## config.mk

```make
export PLATFORM = sky130hd
export DESIGN_NAME = cell_voltage_balance_monitor
export DESIGN_NICKNAME = d
export VERILOG_FILES = /design/src/rtl/cvbm_pkg.sv /design/src/rtl/cell_voltage_balance_monitor.sv /design/src/rtl/cvbm_fifo.sv /design/src/rtl/cvbm_front.sv /design/src/rtl/cvbm_back.sv
export VERILOG_INCLUDE_DIRS = /design/src /design/src/rtl
export SDC_FILE = /design/constraint.sdc
export NUM_CORES = 1
export LEC_CHECK = 0
export BUFFER_PORTS_ARGS = -buffer_cell sky130_fd_sc_hd__buf_2
export CAP_MARGIN = 20
export CORE_MARGIN = 2
export CORE_UTILIZATION = 50
export DETAILED_ROUTE_END_ITERATION = 16
export PLACE_DENSITY = 0.7
export SYNTH_ARGS = -nofsm -noshare
export SYNTH_HDL_FRONTEND = slang
export SYNTH_HIERARCHICAL = 1
export SYNTH_SLANG_ARGS = --single-unit
```

## constraint.sdc

```tcl
create_clock -name clock -period 8.3 [get_ports clock]
set_clock_uncertainty 0.1 [all_clocks]
set_input_delay 1.66 -clock clock [delete_from_list [all_inputs] [get_ports clock]]
set_output_delay 1.66 -clock clock [all_outputs]
set_load 0.005 [all_outputs]
```

## src/rtl/cell_voltage_balance_monitor_defines.svh

```systemverilog
// Assertion macros shared by the cell voltage balance monitor RTL.
// Define NO_ASSERTIONS to compile them out.
`ifndef CELL_VOLTAGE_BALANCE_MONITOR_DEFINES_SVH
`define CELL_VOLTAGE_BALANCE_MONITOR_DEFINES_SVH

`ifndef NO_ASSERTIONS
`define CVBM_ASSERT(label, clk, rst, prop) \
   label: assert property (@(posedge clk) disable iff (rst) prop) \
      else $error("cvbm assertion failed");
`define CVBM_ASSERT_NEXT(label, clk, rst, trig, prop) \
   label: assert property (@(posedge clk) disable iff (rst) (trig) |=> (prop)) \
      else $error("cvbm assertion failed");
`else
`define CVBM_ASSERT(label, clk, rst, prop)
`define CVBM_ASSERT_NEXT(label, clk, rst, trig, prop)
`endif

`endif

```

## src/rtl/cvbm_pkg.sv

```systemverilog
package cvbm_pkg;

   localparam int CELLS_DEFAULT = 10;
   localparam int MAX_CELLS     = 10;
   localparam int GROUP_ONE_CELLS = 4;

   localparam int RAW_W    = 14;
   localparam int GAIN_W   = 5;
   localparam int OFFSET_W = 8;
   localparam int MV_W     = 13;
   localparam int SUM_W    = 17;
   localparam int POS_W    = 4;
   localparam int MASK_W   = 5;

   // Gain in microvolts per LSB is GAIN_BASE plus the trim code.
   localparam int GAIN_BASE = 365;
   localparam int SCALE_W   = 9;
   localparam int PROD_W    = RAW_W + SCALE_W;

   // Division by 1000 is a shift by three followed by a reciprocal multiply
   // by 1/125, exact for every product this block can form.
   localparam int DIVISOR     = 1000;
   localparam int PRE_SHIFT   = 3;
   localparam int DIV_REST    = DIVISOR >> PRE_SHIFT;
   localparam int RECIP_SHIFT = 27;
   localparam int RECIP       = ((1 << RECIP_SHIFT) + DIV_REST - 1) / DIV_REST;
   localparam int RECIP_W     = 21;
   localparam int DIV_IN_W    = PROD_W - PRE_SHIFT;
   localparam int DIV_PROD_W  = DIV_IN_W + RECIP_W;

   localparam int MID_DEPTH = 4;
   localparam int RSP_DEPTH = 2;

   localparam int CSR_INDEX_W = 2;
   localparam int CSR_DATA_W  = 13;

   localparam logic [CSR_INDEX_W-1:0] CSR_GAIN_CODE         = 2'd0;
   localparam logic [CSR_INDEX_W-1:0] CSR_OFFSET_MV         = 2'd1;
   localparam logic [CSR_INDEX_W-1:0] CSR_BALANCE_THRESHOLD = 2'd2;

   localparam logic [GAIN_W-1:0]     GAIN_CODE_RESET = 5'd12;
   localparam logic [OFFSET_W-1:0]   OFFSET_RESET    = 8'd0;
   localparam logic [MV_W-1:0]       THRESHOLD_RESET = 13'd50;

   localparam logic [MASK_W-1:0] BAL_BIT0 = 5'h01;
   localparam logic [MASK_W-1:0] BAL_BIT1 = 5'h02;
   localparam logic [MASK_W-1:0] BAL_BIT2 = 5'h04;
   localparam logic [MASK_W-1:0] BAL_BIT3 = 5'h08;
   localparam logic [MASK_W-1:0] BAL_BIT4 = 5'h10;

   typedef struct packed {
      logic [RAW_W-1:0] cell_raw;
      logic             last_cell;
   } cvbm_req_type;

   typedef struct packed {
      logic [MV_W-1:0]   cell_mv;
      logic              scan_done;
      logic [SUM_W-1:0]  pack_mv;
      logic [POS_W-1:0]  highest_cell;
      logic [POS_W-1:0]  lowest_cell;
      logic [MV_W-1:0]   spread_mv;
      logic              balancing;
      logic [MASK_W-1:0] group_one_mask;
      logic [MASK_W-1:0] group_two_mask;
   } cvbm_rsp_type;

   typedef struct packed {
      logic [MV_W-1:0] cell_mv;
      logic            last_cell;
   } cvbm_mid_type;

   typedef struct packed {
      logic [GAIN_W-1:0]   gain_code;
      logic [OFFSET_W-1:0] offset_mv;
      logic [MV_W-1:0]     balance_threshold;
   } cvbm_cfg_type;

   function automatic logic [MV_W-1:0] div_by_1000(input logic [PROD_W-1:0] prod);
      logic [DIV_IN_W-1:0]   x;
      logic [DIV_PROD_W-1:0] p;
      x = prod[PROD_W-1:PRE_SHIFT];
      p = DIV_PROD_W'(x) * DIV_PROD_W'(RECIP);
      return p[RECIP_SHIFT +: MV_W];
   endfunction

   // Balance bit of a cell within its group's mask.
   function automatic logic [MASK_W-1:0] bal_bits(input logic [POS_W-1:0] cell_pos);
      logic [MASK_W-1:0] bits;
      unique case (cell_pos)
         4'd0:    bits = BAL_BIT0;
         4'd1:    bits = BAL_BIT1;
         4'd2:    bits = BAL_BIT2;
         4'd3:    bits = BAL_BIT4;
         4'd4:    bits = BAL_BIT0;
         4'd5:    bits = BAL_BIT1;
         4'd6:    bits = BAL_BIT4;
         4'd7:    bits = BAL_BIT2;
         4'd8:    bits = BAL_BIT3;
         4'd9:    bits = BAL_BIT4;
         default: bits = '0;
      endcase
      return bits;
   endfunction

endpackage

```

## src/rtl/cell_voltage_balance_monitor.sv

```systemverilog
// Cell voltage balance monitor. Each request carries one raw 14-bit ADC code,
// cells in scan order; the block returns one result per request, in order, with
// the reading in millivolts (raw * (365 + gain_code) / 1000 + offset_mv) and, on
// the result that closes a scan (last_cell set or the CELLS-th reading), the pack
// sum, highest and lowest cell, spread and the updated balance masks. One request
// is taken every clock cycle while req_full is low. The gain product is registered
// as the request is taken; the reciprocal divide by 1000 and offset add work on
// that registered product, and their result is registered again before it is
// pushed into the middle queue. The scan update unit, which handles one reading
// per cycle while the middle queue holds one and the response queue has room,
// writes each result into the response queue. Queues between the converter and
// the scan unit, and on the response side, absorb stalls of either side.
// Write the configuration registers only while no request is in flight.
module cell_voltage_balance_monitor #(
   parameter int CELLS = cvbm_pkg::CELLS_DEFAULT
) (
   input  logic                                clock,
   input  logic                                reset,
   input  logic                                req_push,
   output logic                                req_full,
   input  cvbm_pkg::cvbm_req_type               req_data,
   output logic                                rsp_empty,
   input  logic                                rsp_pop,
   output cvbm_pkg::cvbm_rsp_type               rsp_data,
   input  logic                                csr_write_en,
   input  logic [cvbm_pkg::CSR_INDEX_W-1:0]     csr_index,
   input  logic [cvbm_pkg::CSR_DATA_W-1:0]      csr_wdata
);
   import cvbm_pkg::*;

   cvbm_cfg_type cfg_ff, cfg_in;
   logic         mid_push, mid_full, mid_pop, mid_empty;
   cvbm_mid_type mid_wdata, mid_rdata;
   logic         out_push, out_full;
   cvbm_rsp_type out_item;

   always_comb begin
      cfg_in = cfg_ff;
      if (csr_write_en) begin
         unique case (csr_index)
            CSR_GAIN_CODE:         cfg_in.gain_code         = csr_wdata[GAIN_W-1:0];
            CSR_OFFSET_MV:         cfg_in.offset_mv         = csr_wdata[OFFSET_W-1:0];
            CSR_BALANCE_THRESHOLD: cfg_in.balance_threshold = csr_wdata[MV_W-1:0];
            default:               cfg_in = cfg_ff;
         endcase
      end
   end

   always_ff @(posedge clock) begin
      if (reset) begin
         cfg_ff.gain_code         <= GAIN_CODE_RESET;
         cfg_ff.offset_mv         <= OFFSET_RESET;
         cfg_ff.balance_threshold <= THRESHOLD_RESET;
      end else begin
         cfg_ff <= cfg_in;
      end
   end

   cvbm_front u_front (
      .clock    (clock),
      .reset    (reset),
      .cfg      (cfg_ff),
      .req_push (req_push),
      .req_full (req_full),
      .req_data (req_data),
      .mid_push (mid_push),
      .mid_full (mid_full),
      .mid_data (mid_wdata)
   );

   cvbm_fifo #(
      .WIDTH ($bits(cvbm_mid_type)),
      .DEPTH (MID_DEPTH)
   ) u_mid_fifo (
      .clock (clock),
      .reset (reset),
      .push  (mid_push),
      .full  (mid_full),
      .wdata (mid_wdata),
      .pop   (mid_pop),
      .empty (mid_empty),
      .rdata (mid_rdata)
   );

   cvbm_back #(
      .CELLS (CELLS)
   ) u_back (
      .clock     (clock),
      .reset     (reset),
      .cfg       (cfg_ff),
      .mid_empty (mid_empty),
      .mid_pop   (mid_pop),
      .mid_data  (mid_rdata),
      .out_full  (out_full),
      .out_push  (out_push),
      .out_item  (out_item)
   );

   cvbm_fifo #(
      .WIDTH ($bits(cvbm_rsp_type)),
      .DEPTH (RSP_DEPTH)
   ) u_rsp_fifo (
      .clock (clock),
      .reset (reset),
      .push  (out_push),
      .full  (out_full),
      .wdata (out_item),
      .pop   (rsp_pop),
      .empty (rsp_empty),
      .rdata (rsp_data)
   );

endmodule

```

## src/rtl/cvbm_fifo.sv

```systemverilog
`include "cell_voltage_balance_monitor_defines.svh"

module cvbm_fifo #(
   parameter int WIDTH = 8,
   parameter int DEPTH = 4
) (
   input  logic             clock,
   input  logic             reset,
   input  logic             push,
   output logic             full,
   input  logic [WIDTH-1:0] wdata,
   input  logic             pop,
   output logic             empty,
   output logic [WIDTH-1:0] rdata
);
   localparam int PTR_W = (DEPTH > 1) ? $clog2(DEPTH) : 1;
   localparam int CNT_W = $clog2(DEPTH + 1);
   localparam logic [PTR_W-1:0] LAST_PTR = PTR_W'(DEPTH - 1);
   localparam logic [CNT_W-1:0] FULL_CNT = CNT_W'(DEPTH);

   logic [WIDTH-1:0] entry_ff [DEPTH];
   logic [PTR_W-1:0] wr_ptr_ff, wr_ptr_in;
   logic [PTR_W-1:0] rd_ptr_ff, rd_ptr_in;
   logic [CNT_W-1:0] count_ff, count_in;
   logic             wr, rd;

   assign full  = (count_ff == FULL_CNT);
   assign empty = (count_ff == '0);
   assign wr    = push && !full;
   assign rd    = pop && !empty;
   assign rdata = entry_ff[rd_ptr_ff];

   always_comb begin
      wr_ptr_in = wr_ptr_ff;
      rd_ptr_in = rd_ptr_ff;
      count_in  = count_ff;
      if (wr) begin
         wr_ptr_in = (wr_ptr_ff == LAST_PTR) ? '0 : wr_ptr_ff + 1'b1;
      end
      if (rd) begin
         rd_ptr_in = (rd_ptr_ff == LAST_PTR) ? '0 : rd_ptr_ff + 1'b1;
      end
      if (wr && !rd) begin
         count_in = count_ff + 1'b1;
      end else if (rd && !wr) begin
         count_in = count_ff - 1'b1;
      end
   end

   always_ff @(posedge clock) begin
      if (reset) begin
         wr_ptr_ff <= '0;
         rd_ptr_ff <= '0;
         count_ff  <= '0;
      end else begin
         wr_ptr_ff <= wr_ptr_in;
         rd_ptr_ff <= rd_ptr_in;
         count_ff  <= count_in;
      end
   end

   always_ff @(posedge clock) begin
      if (wr) begin
         entry_ff[wr_ptr_ff] <= wdata;
      end
   end

   `CVBM_ASSERT(a_count_bounded, clock, reset, count_ff <= FULL_CNT)
   `CVBM_ASSERT_NEXT(a_count_up, clock, reset, wr && !rd, count_ff == $past(count_ff) + 1'b1)
   `CVBM_ASSERT_NEXT(a_count_down, clock, reset, rd && !wr, count_ff == $past(count_ff) - 1'b1)

endmodule

```

## src/rtl/cvbm_front.sv

```systemverilog
module cvbm_front (
   input  logic                  clock,
   input  logic                  reset,
   input  cvbm_pkg::cvbm_cfg_type cfg,
   input  logic                  req_push,
   output logic                  req_full,
   input  cvbm_pkg::cvbm_req_type req_data,
   output logic                  mid_push,
   input  logic                  mid_full,
   output cvbm_pkg::cvbm_mid_type mid_data
);
   import cvbm_pkg::*;

   logic                s1_valid_ff, s1_valid_in;
   logic [PROD_W-1:0]   s1_prod_ff, s1_prod_in;
   logic                s1_last_ff;
   logic                s2_valid_ff, s2_valid_in;
   cvbm_mid_type        s2_item_ff, s2_item_in;
   logic                s1_ready, s2_ready, accept;
   logic [SCALE_W-1:0]  scale;
   logic [MV_W:0]       mv_sum;

   assign s2_ready = !s2_valid_ff || !mid_full;
   assign s1_ready = !s1_valid_ff || s2_ready;
   assign accept   = req_push && s1_ready;
   assign req_full = !s1_ready;

   assign mid_push = s2_valid_ff;
   assign mid_data = s2_item_ff;

   always_comb begin
      scale       = SCALE_W'(GAIN_BASE) + SCALE_W'(cfg.gain_code);
      s1_prod_in  = PROD_W'(req_data.cell_raw) * PROD_W'(scale);
      s1_valid_in = s1_ready ? req_push : s1_valid_ff;

      mv_sum                = (MV_W + 1)'(div_by_1000(s1_prod_ff)) + (MV_W + 1)'(cfg.offset_mv);
      s2_item_in.cell_mv    = mv_sum[MV_W-1:0];
      s2_item_in.last_cell  = s1_last_ff;
      s2_valid_in           = s2_ready ? s1_valid_ff : s2_valid_ff;
   end

   always_ff @(posedge clock) begin
      if (reset) begin
         s1_valid_ff <= 1'b0;
         s2_valid_ff <= 1'b0;
      end else begin
         s1_valid_ff <= s1_valid_in;
         s2_valid_ff <= s2_valid_in;
      end
   end

   always_ff @(posedge clock) begin
      if (accept) begin
         s1_prod_ff <= s1_prod_in;
         s1_last_ff <= req_data.last_cell;
      end
      if (s2_ready && s1_valid_ff) begin
         s2_item_ff <= s2_item_in;
      end
   end

endmodule

```

## src/rtl/cvbm_back.sv

```systemverilog
`include "cell_voltage_balance_monitor_defines.svh"

module cvbm_back #(
   parameter int CELLS = cvbm_pkg::CELLS_DEFAULT
) (
   input  logic                   clock,
   input  logic                   reset,
   input  cvbm_pkg::cvbm_cfg_type  cfg,
   input  logic                   mid_empty,
   output logic                   mid_pop,
   input  cvbm_pkg::cvbm_mid_type  mid_data,
   input  logic                   out_full,
   output logic                   out_push,
   output cvbm_pkg::cvbm_rsp_type  out_item
);
   import cvbm_pkg::*;

   localparam logic [POS_W-1:0] LAST_POS = POS_W'(CELLS - 1);
   localparam logic [POS_W-1:0] GROUP_SPLIT = POS_W'(GROUP_ONE_CELLS);

   logic [POS_W-1:0]  cell_index_ff, cell_index_in;
   logic [SUM_W-1:0]  sum_ff, sum_in;
   logic [MV_W-1:0]   max_ff, max_in;
   logic [MV_W-1:0]   min_ff, min_in;
   logic [POS_W-1:0]  max_pos_ff, max_pos_in;
   logic [POS_W-1:0]  min_pos_ff, min_pos_in;
   logic [MASK_W-1:0] mask_one_ff, mask_one_in;
   logic [MASK_W-1:0] mask_two_ff, mask_two_in;
   logic              fire, done, bal;
   logic [MV_W-1:0]   spread;

   assign fire     = !mid_empty && !out_full;
   assign mid_pop  = fire;
   assign out_push = fire;

   always_comb begin
      max_in     = max_ff;
      min_in     = min_ff;
      max_pos_in = max_pos_ff;
      min_pos_in = min_pos_ff;
      if (cell_index_ff == '0) begin
         max_in     = mid_data.cell_mv;
         min_in     = mid_data.cell_mv;
         max_pos_in = '0;
         min_pos_in = '0;
      end else begin
         if (mid_data.cell_mv > max_ff) begin
            max_in     = mid_data.cell_mv;
            max_pos_in = cell_index_ff;
         end
         if (mid_data.cell_mv < min_ff) begin
            min_in     = mid_data.cell_mv;
            min_pos_in = cell_index_ff;
         end
      end
      sum_in = sum_ff + SUM_W'(mid_data.cell_mv);
      done   = mid_data.last_cell || (cell_index_ff == LAST_POS);
      spread = max_in - min_in;
      bal    = spread > cfg.balance_threshold;

      mask_one_in = mask_one_ff;
      mask_two_in = mask_two_ff;
      if (done) begin
         if (bal) begin
            if (max_pos_in < GROUP_SPLIT) begin
               mask_one_in = bal_bits(max_pos_in);
            end else begin
               mask_two_in = bal_bits(max_pos_in);
            end
         end else begin
            mask_one_in = '0;
            mask_two_in = '0;
         end
      end
      cell_index_in = done ? '0 : cell_index_ff + 1'b1;

      out_item                = '0;
      out_item.cell_mv        = mid_data.cell_mv;
      out_item.group_one_mask = mask_one_in;
      out_item.group_two_mask = mask_two_in;
      if (done) begin
         out_item.scan_done    = 1'b1;
         out_item.pack_mv      = sum_in;
         out_item.highest_cell = max_pos_in;
         out_item.lowest_cell  = min_pos_in;
         out_item.spread_mv    = spread;
         out_item.balancing    = bal;
      end
   end

   always_ff @(posedge clock) begin
      if (reset) begin
         cell_index_ff <= '0;
         sum_ff        <= '0;
         max_ff        <= '0;
         min_ff        <= '0;
         max_pos_ff    <= '0;
         min_pos_ff    <= '0;
         mask_one_ff   <= '0;
         mask_two_ff   <= '0;
      end else if (fire) begin
         cell_index_ff <= cell_index_in;
         mask_one_ff   <= mask_one_in;
         mask_two_ff   <= mask_two_in;
         if (done) begin
            sum_ff     <= '0;
            max_ff     <= '0;
            min_ff     <= '0;
            max_pos_ff <= '0;
            min_pos_ff <= '0;
         end else begin
            sum_ff     <= sum_in;
            max_ff     <= max_in;
            min_ff     <= min_in;
            max_pos_ff <= max_pos_in;
            min_pos_ff <= min_pos_in;
         end
      end
   end

   `CVBM_ASSERT(a_index_in_scan, clock, reset, cell_index_ff <= LAST_POS)
   `CVBM_ASSERT_NEXT(a_restart_after_scan, clock, reset, fire && done, cell_index_ff == '0)
   `CVBM_ASSERT(a_balance_over_threshold, clock, reset, out_push && out_item.balancing |-> out_item.spread_mv > cfg.balance_threshold)
   `CVBM_ASSERT(a_masks_cleared, clock, reset, out_push && out_item.scan_done && !out_item.balancing |-> out_item.group_one_mask == '0 && out_item.group_two_mask == '0)

endmodule
```

== Yosys cells after proc, flatten, opt, wreduce, memory -nomap -nowiden ==
Memory sizes are Yosys's and may differ from the RTL's. A register that Yosys moved wholly into a read port is not among the register bits.
Cells that the tools add are included.

* Bits in latches: 0
* Bits of input ports: 35
* ROM bits: 160
* Memories: 4
* Logic and storage cells: 124
* Output and inout port bits: 65
* Memory bits (writable): 182
* Register bits after elaboration: 142

{| class="wikitable"
|+ Memories
! memory !! words !! width !! rd ports !! clocked after memory_dff !! wr ports !! line !! source
|-
| u_rsp_fifo.entry_ff || 2 || 63 || 1 || 1 || 1 || cvbm_fifo.sv:21 || <nowiki>logic [WIDTH-1:0] entry_ff [DEPTH];</nowiki>
|-
| (name not given) || 16 || 5 || 1 || 0 || 0 || cvbm_pkg.sv:90 || <nowiki>unique case (cell_pos)</nowiki>
|-
| (name not given) || 16 || 5 || 1 || 0 || 0 || cvbm_pkg.sv:90 ||
|-
| u_mid_fifo.entry_ff || 4 || 14 || 1 || 1 || 1 || cvbm_fifo.sv:21 ||
|}

* Reduce and logical (&&, ||, !) cells: 34
* Order comparisons: 4
* Divide/modulo/power cells: 0
* Multiplexer cells: 37
* Shift-type cells: 0
* Bitwise logic cells: 0
* Multipliers: 2
* Equality and inequality tests: 7
* Add/subtract/negate cells: 13

{| class="wikitable"
|+ Operators by type and width
! cell !! count
|-
| 2-to-1 mux 13 bit || 6
|-
| 2-to-1 mux 40 bit || 1
|-
| multiplier 20 x 20 -> 39 bit (second input constant) || 1
|-
| 2-to-1 mux 5 bit || 6
|-
| 2-to-1 mux 4 bit || 7
|-
| > comparator 13 bit || 2
|-
| multiplier 14 x 9 -> 23 bit || 1
|-
| adder 17 x 13 -> 17 bit || 1
|-
| 2-to-1 mux 17 bit || 1
|-
| adder 13 x 8 -> 13 bit || 1
|-
| < comparator 13 bit || 1
|-
| subtractor 13 bit || 1
|-
| 2-to-1 mux 2 bit || 6
|-
| logical AND 1 bit || 11
|-
| zero test 1 bit || 11
|-
| adder 9 x 5 -> 9 bit (first input constant) || 1
|-
| == test 2 bit (second input constant) || 4
|-
| 2-to-1 mux 1 bit || 8
|-
| adder 2 x 1 -> 2 bit (second input constant) || 3
|-
| 2-to-1 mux 3 bit || 2
|-
| AND reduction 2 bit || 3
|-
| adder 4 x 1 -> 4 bit (second input constant) || 1
|-
| == test 4 bit (second input constant) || 1
|-
| zero test 2 bit || 2
|-
| other kinds (11) || 15
|}

== Logic depth before layout (Yosys ltp) ==
* Depth after elaboration: 8
* Gate-level depth with buffers: 32
* Gate-level depth less buffers: 32

== Modules after synthesis ==
Netlist, hierarchy kept.

{| class="wikitable"
|+ By module, submodules not included
! module !! instances !! area an instance (µm²) !! seq. area each (µm²) !! cells an instance
|-
| cvbm_front || 1 || 10,898.0 || 1,091.0 || 1,140
|-
| cvbm_back || 1 || 5,629.1 || 1,301.2 || 713
|-
| cvbm_fifo at u_rsp_fifo || 1 || 4,753.3 || 3,883.7 || 221
|-
| cvbm_fifo at u_mid_fifo || 1 || 2,521.2 || 1,861.8 || 123
|-
| cell_voltage_balance_monitor || 1 || 1,113.6 || 520.5 || 108
|}

== Least setup slack after synthesis ==
No wires, ideal clock.

* Path kind: flip-flop to flip-flop
* Start: reg u_front.s1_prod_ff[5]
* End: reg u_front.s2_item_ff, in the netlist u_front/mid_data[13], data pin
* Stages on the path, launching flop included: 32
* Library setup time: 266 ps
* Slack: 898 ps
* Data required time: 7,934 ps
* Buffers on the path: 0
* Data arrival time: 7,036 ps
* Clock period less this slack: 7,402 ps
* Cells stage by stage: edfxtp_1 -> ha_1 -> ha_1 -> fa_1 -> ha_1 -> fa_1 -> inv_1 -> fa_1 -> fa_1 -> inv_1 -> ha_1 -> a21oi_1 -> o21ai_1 -> or2_1 -> o21a_1 -> a21o_1 -> a21oi_1 -> o21ai_0 -> a211oi_1 -> xnor2_1 -> ha_1 -> inv_1 -> fa_1 -> nor2b_1 -> o21ai_0 -> a21boi_0 -> o21a_1 -> o21ai_0 -> a21oi_1 -> nand3_2 -> a2111oi_0 -> nor2_1

* Longest elaborated chain between the ends: 2

{| class="wikitable"
|+ Ends and longest elaborated chain
! item !! line !! source
|-
| from (decl) || cvbm_front.sv:15 || <nowiki>logic [PROD_W-1:0] s1_prod_ff, s1_prod_in;</nowiki>
|-
| from (signal assigned) || cvbm_front.sv:54 || <nowiki>s1_prod_ff <= s1_prod_in;</nowiki>
|-
| multiplier 20 x 20 -> 39 bit || cvbm_pkg.sv:83 || <nowiki>p = DIV_PROD_W'(x) * DIV_PROD_W'(RECIP);</nowiki>
|-
| adder 13 x 8 -> 13 bit || cvbm_front.sv:36 || <nowiki>mv_sum = (MV_W + 1)'(div_by_1000(s1_prod_ff)) + (MV_W + 1)'(cfg.offset_mv);</nowiki>
|-
| net u_front.mv_sum[12] || cvbm_front.sv:21 || <nowiki>logic [MV_W:0] mv_sum;</nowiki>
|-
| to (signal assigned) || cvbm_front.sv:58 || <nowiki>s2_item_ff <= s2_item_in;</nowiki>
|-
| to (decl) || cvbm_front.sv:18 || <nowiki>cvbm_mid_type s2_item_ff, s2_item_in;</nowiki>
|}

The timed path passes the listed nets, and every way through them passes these cells.
A chain may end at the register's enable or synchronous reset.

== Final worst setup path ==
* Start: reg u_front.s1_prod_ff[4]
* End: reg u_front.s2_item_ff, in the netlist u_front/mid_data[13], data pin

Same word-level chain as after synthesis.

==> metrics.txt <==
Yosys warnings 6; Num Clock Sinks 324; area growth from synthesis to layout 10.19%; Avg Vias per Cell 5.477; port bufs 99; RSZ-0062 raised after global routing yes; ratio of final minimum period to clock period 0.9644; depth of the most critical reg-to-reg path 31; share of post-route cells with drive strength above 1 0.1375; complex-gate fraction of the synthesized area 0.09993; cell area after layout 0.02745 mm²; Die X-Extent 227.2 µm; actual slew at the worst max-slew pin 0.9583 ns; Floorplan Core Area 0.04905 mm²; Setup Crit Path Kind reg -> reg; Max transition margin 0.3544; share of flip-flops with an asynchronous set or reset 0; number of nets in the final layout 2916; overall track demand over capacity in global routing 0.2295; Period minus WS final 8.005 ns; sequential cell area 0.008660 mm²; number of synthesized flops with an enable pin 217; Die Y 227.2 µm; run status finished, final reports clean; number of H-tree branching levels 2; simple-gate share of the synthesized area 0.1106; fillcell total 4306; number of synthesized register bits 324; largest fanout on the critical path 5; total CTS buffers 37; arithmetic-cell share of the synthesized area counting full adders, half adders and majority gates 0.2864; post-synthesis share of cell area spent on xor and xnor gates 0.02285; total via count in the routed design 17040; Die ar. 0.05163 mm²; combinational family with the most area after synthesis adder cells; sequential share of the synthesized area 0.3475; Final Max Tran Viols 0; cell count after synthesis 2305; Final ANT Viol Nets 0; WL/cell 18.65 µm; total gr overflow 0; worst hold-check path type reg -> reg; endpoint type of the worst setup path flip-flop; worst stage delay on the critical path 0.54 ns; Post-Synthesis Mean Instance Area 10.81 µm²; required time of the worst setup path 8.50 ns; clock tree buffer depth 3; hold violation count in the final report 0; number of global-route vias before repair 17550; number of antenna violations at the first check in global routing 3; WHS Path Cells 0; Core Rows 81; area of the mapped netlist 0.02492 mm²; placed wire-length estimate after detailed placement 45.37 mm; number of DRC markers in iteration 0 1124; area used by multi-input combinational logic 0.01456 mm²; startpoint kind of the worst setup timing path flip-flop; Initial Utilization 0.5079; Area contributors post-synth sky130_fd_sc_hd__edfxtp_1 26%, sky130_fd_sc_hd__ha_1 15%, sky130_fd_sc_hd__fa_1 14%; cell with the most instances after synthesis sky130_fd_sc_hd__inv_1; clock-pin slew of the registers on the worst-case setup and hold paths 0.06 ns; routability congestion estimate 0.9451; placed cell areas 0.02617 mm²; number of design rule violations left after detail routing 0; top-area cell type share of the netlist area 0.2615; hold bufs inserted after CTS 0; top post-synthesis cells by count 356 x sky130_fd_sc_hd__inv_1, 292 x sky130_fd_sc_hd__ha_1, 217 x sky130_fd_sc_hd__edfxtp_1; top_reg_cell synth sky130_fd_sc_hd__edfxtp_1; syn nets 2806; clock insertion delay at the later pin of the skew report 0.55 ns; cell with the largest stage delay on the worst path sky130_fd_sc_hd__fa_1; I/O pin count 100; Critical Path AT 8.20 ns; area leader, netlist sky130_fd_sc_hd__edfxtp_1; max_cap viols 0; timing-limited maximum frequency 124.9 MHz; wire length of the first global-routing pass 92.78 mm; final setup fails 0; synth unique cells 101; Clock Tree Root sky130_fd_sc_hd__clkbuf_16; CTS tree built; pin count of the biggest net entering global routing 91; Pre-antenna DRT Iters 5; proportion of synthesized area in mux cells 0.06272; wire length after detailed routing 58.03 mm
-- metal layers --
metal	part of all wire	wire length, µm	vias to the layer above	GRT usage
li1	-	-	8133	-
met1	0.42	24600	8391	0.2923
met2	0.50	29070	409	0.4046
met3	0.046	2695	105	0.03227
met4	0.029	1657	0	0.07063
met5	0	0	-	0
-- cell usage in the layout (no fill, tap or decap), types with 42 or more instances in the layout --
master / instances
sky130_fd_sc_hd__nand2_1: 113
sky130_fd_sc_hd__a21oi_1: 108
sky130_fd_sc_hd__xnor2_1: 42
sky130_fd_sc_hd__edfxtp_1: 217
sky130_fd_sc_hd__inv_1: 355
sky130_fd_sc_hd__fa_1: 174
sky130_fd_sc_hd__ha_1: 292
sky130_fd_sc_hd__nand2b_1: 55
sky130_fd_sc_hd__o21ai_0: 68
sky130_fd_sc_hd__mux2_2: 74
sky130_fd_sc_hd__and2_1: 72
sky130_fd_sc_hd__dfxtp_1: 106
sky130_fd_sc_hd__nor2_1: 127
sky130_fd_sc_hd__buf_2: 99
-- critical path, delay by kind of cell (launching register included) --
family	cells	cell delay [ns]
and+or+nand+nor	4	0.61
DFF	1	0.48
adders and majority gates	10	3.92
xor gates and xnor gates	1	0.18
buffers and inverters	3	0.16
AOI/OAI and AO/OA	13	2.29
-- worst paths after layout --
| kind | slack, ns | endpoint | from |
|---|---|---|---|
| max | 0.30 | u_front/mid_data[13]$_DFFE_PP_ | u_front/s1_prod_ff[4]$_DFFE_PP_ |
| min reg2reg | 0.34 | u_front/mid_data[0]$_DFFE_PP_ | u_front/s1_last_ff$_DFFE_PP_ |
| max reg2reg | 0.30 | u_front/mid_data[13]$_DFFE_PP_ | u_front/s1_prod_ff[4]$_DFFE_PP_ |
| min | 0.34 | u_front/mid_data[0]$_DFFE_PP_ | u_front/s1_last_ff$_DFFE_PP_ |
-- cells by family (layout without fill, tap and decap cells) --
family,count (synthesis),after routing
AOI/OAI and AO/OA,359,359
DFF,324,324
muxes,128,128
adders and majority gates,466,466
and+or+nand+nor,536,536
xor gates and xnor gates,65,65
buffers and inverters,427,566
other,0,3
-- registers in the layout (all words and copies together), names as in the netlist, 2 cells and up, named ones only --
signal and count:
cfg_ff 26, u_back/cell_index_ff 4, u_back/mask_one_ff 5, u_back/mask_two_ff 5, u_back/max_ff 13, u_back/max_pos_ff 4
u_back/min_ff 13, u_back/min_pos_ff 4, u_back/sum_ff 17, u_front/mid_data 14, u_front/s1_prod_ff 20, u_mid_fifo/count_ff 3
u_mid_fifo/entry_ff 56, u_mid_fifo/rd_ptr_ff 2, u_mid_fifo/wr_ptr_ff 2, u_rsp_fifo/count_ff 2, u_rsp_fifo/entry_ff 126
-- metrics by stage --
| stage | TNS [ns] | cells | hold slack [ns] | utilization | worst slack (ns) |
|---|---|---|---|---|---|
| final | 0 | 3111 | 0.3365 | 0.5597 | 0.2951 |
| after CTS | 0 | 3106 | 0.3465 | 0.5586 | 0.1182 |
| after global placement | 0 | 3037 | 0.3181 | 0.5333 | 0.2196 |
| after floorplan | 0 | 2305 | 0.3003 | - | 0.8981 |
| after global routing | -0.03206 | 3109 | 0.3507 | 0.5596 | -0.03206 |
| after detailed placement | 0 | 3038 | 0.3316 | 0.5334 | 0.1271 |
-- area by class of cell --
class                           count  area share
Sequential cell                   324      0.3154
Inverter                          359     0.04977
Timing Repair Buffer              139     0.02899
Tap cell                          664     0.03026
Antenna cell                        3   0.0002734
Multi-Input combinational cell   1554      0.5303
Clock buffer                       55     0.03960
Clock inverter                     13    0.005378
-- what timing repair did --
action                     CTS  global route
gates resized for setup      0             7
buffers inserted             0             2
setup endpoints to repair    0             2
Power is not shown: default switching activity piles up to over one toggle a cycle in this logic, so the estimate is an artifact.
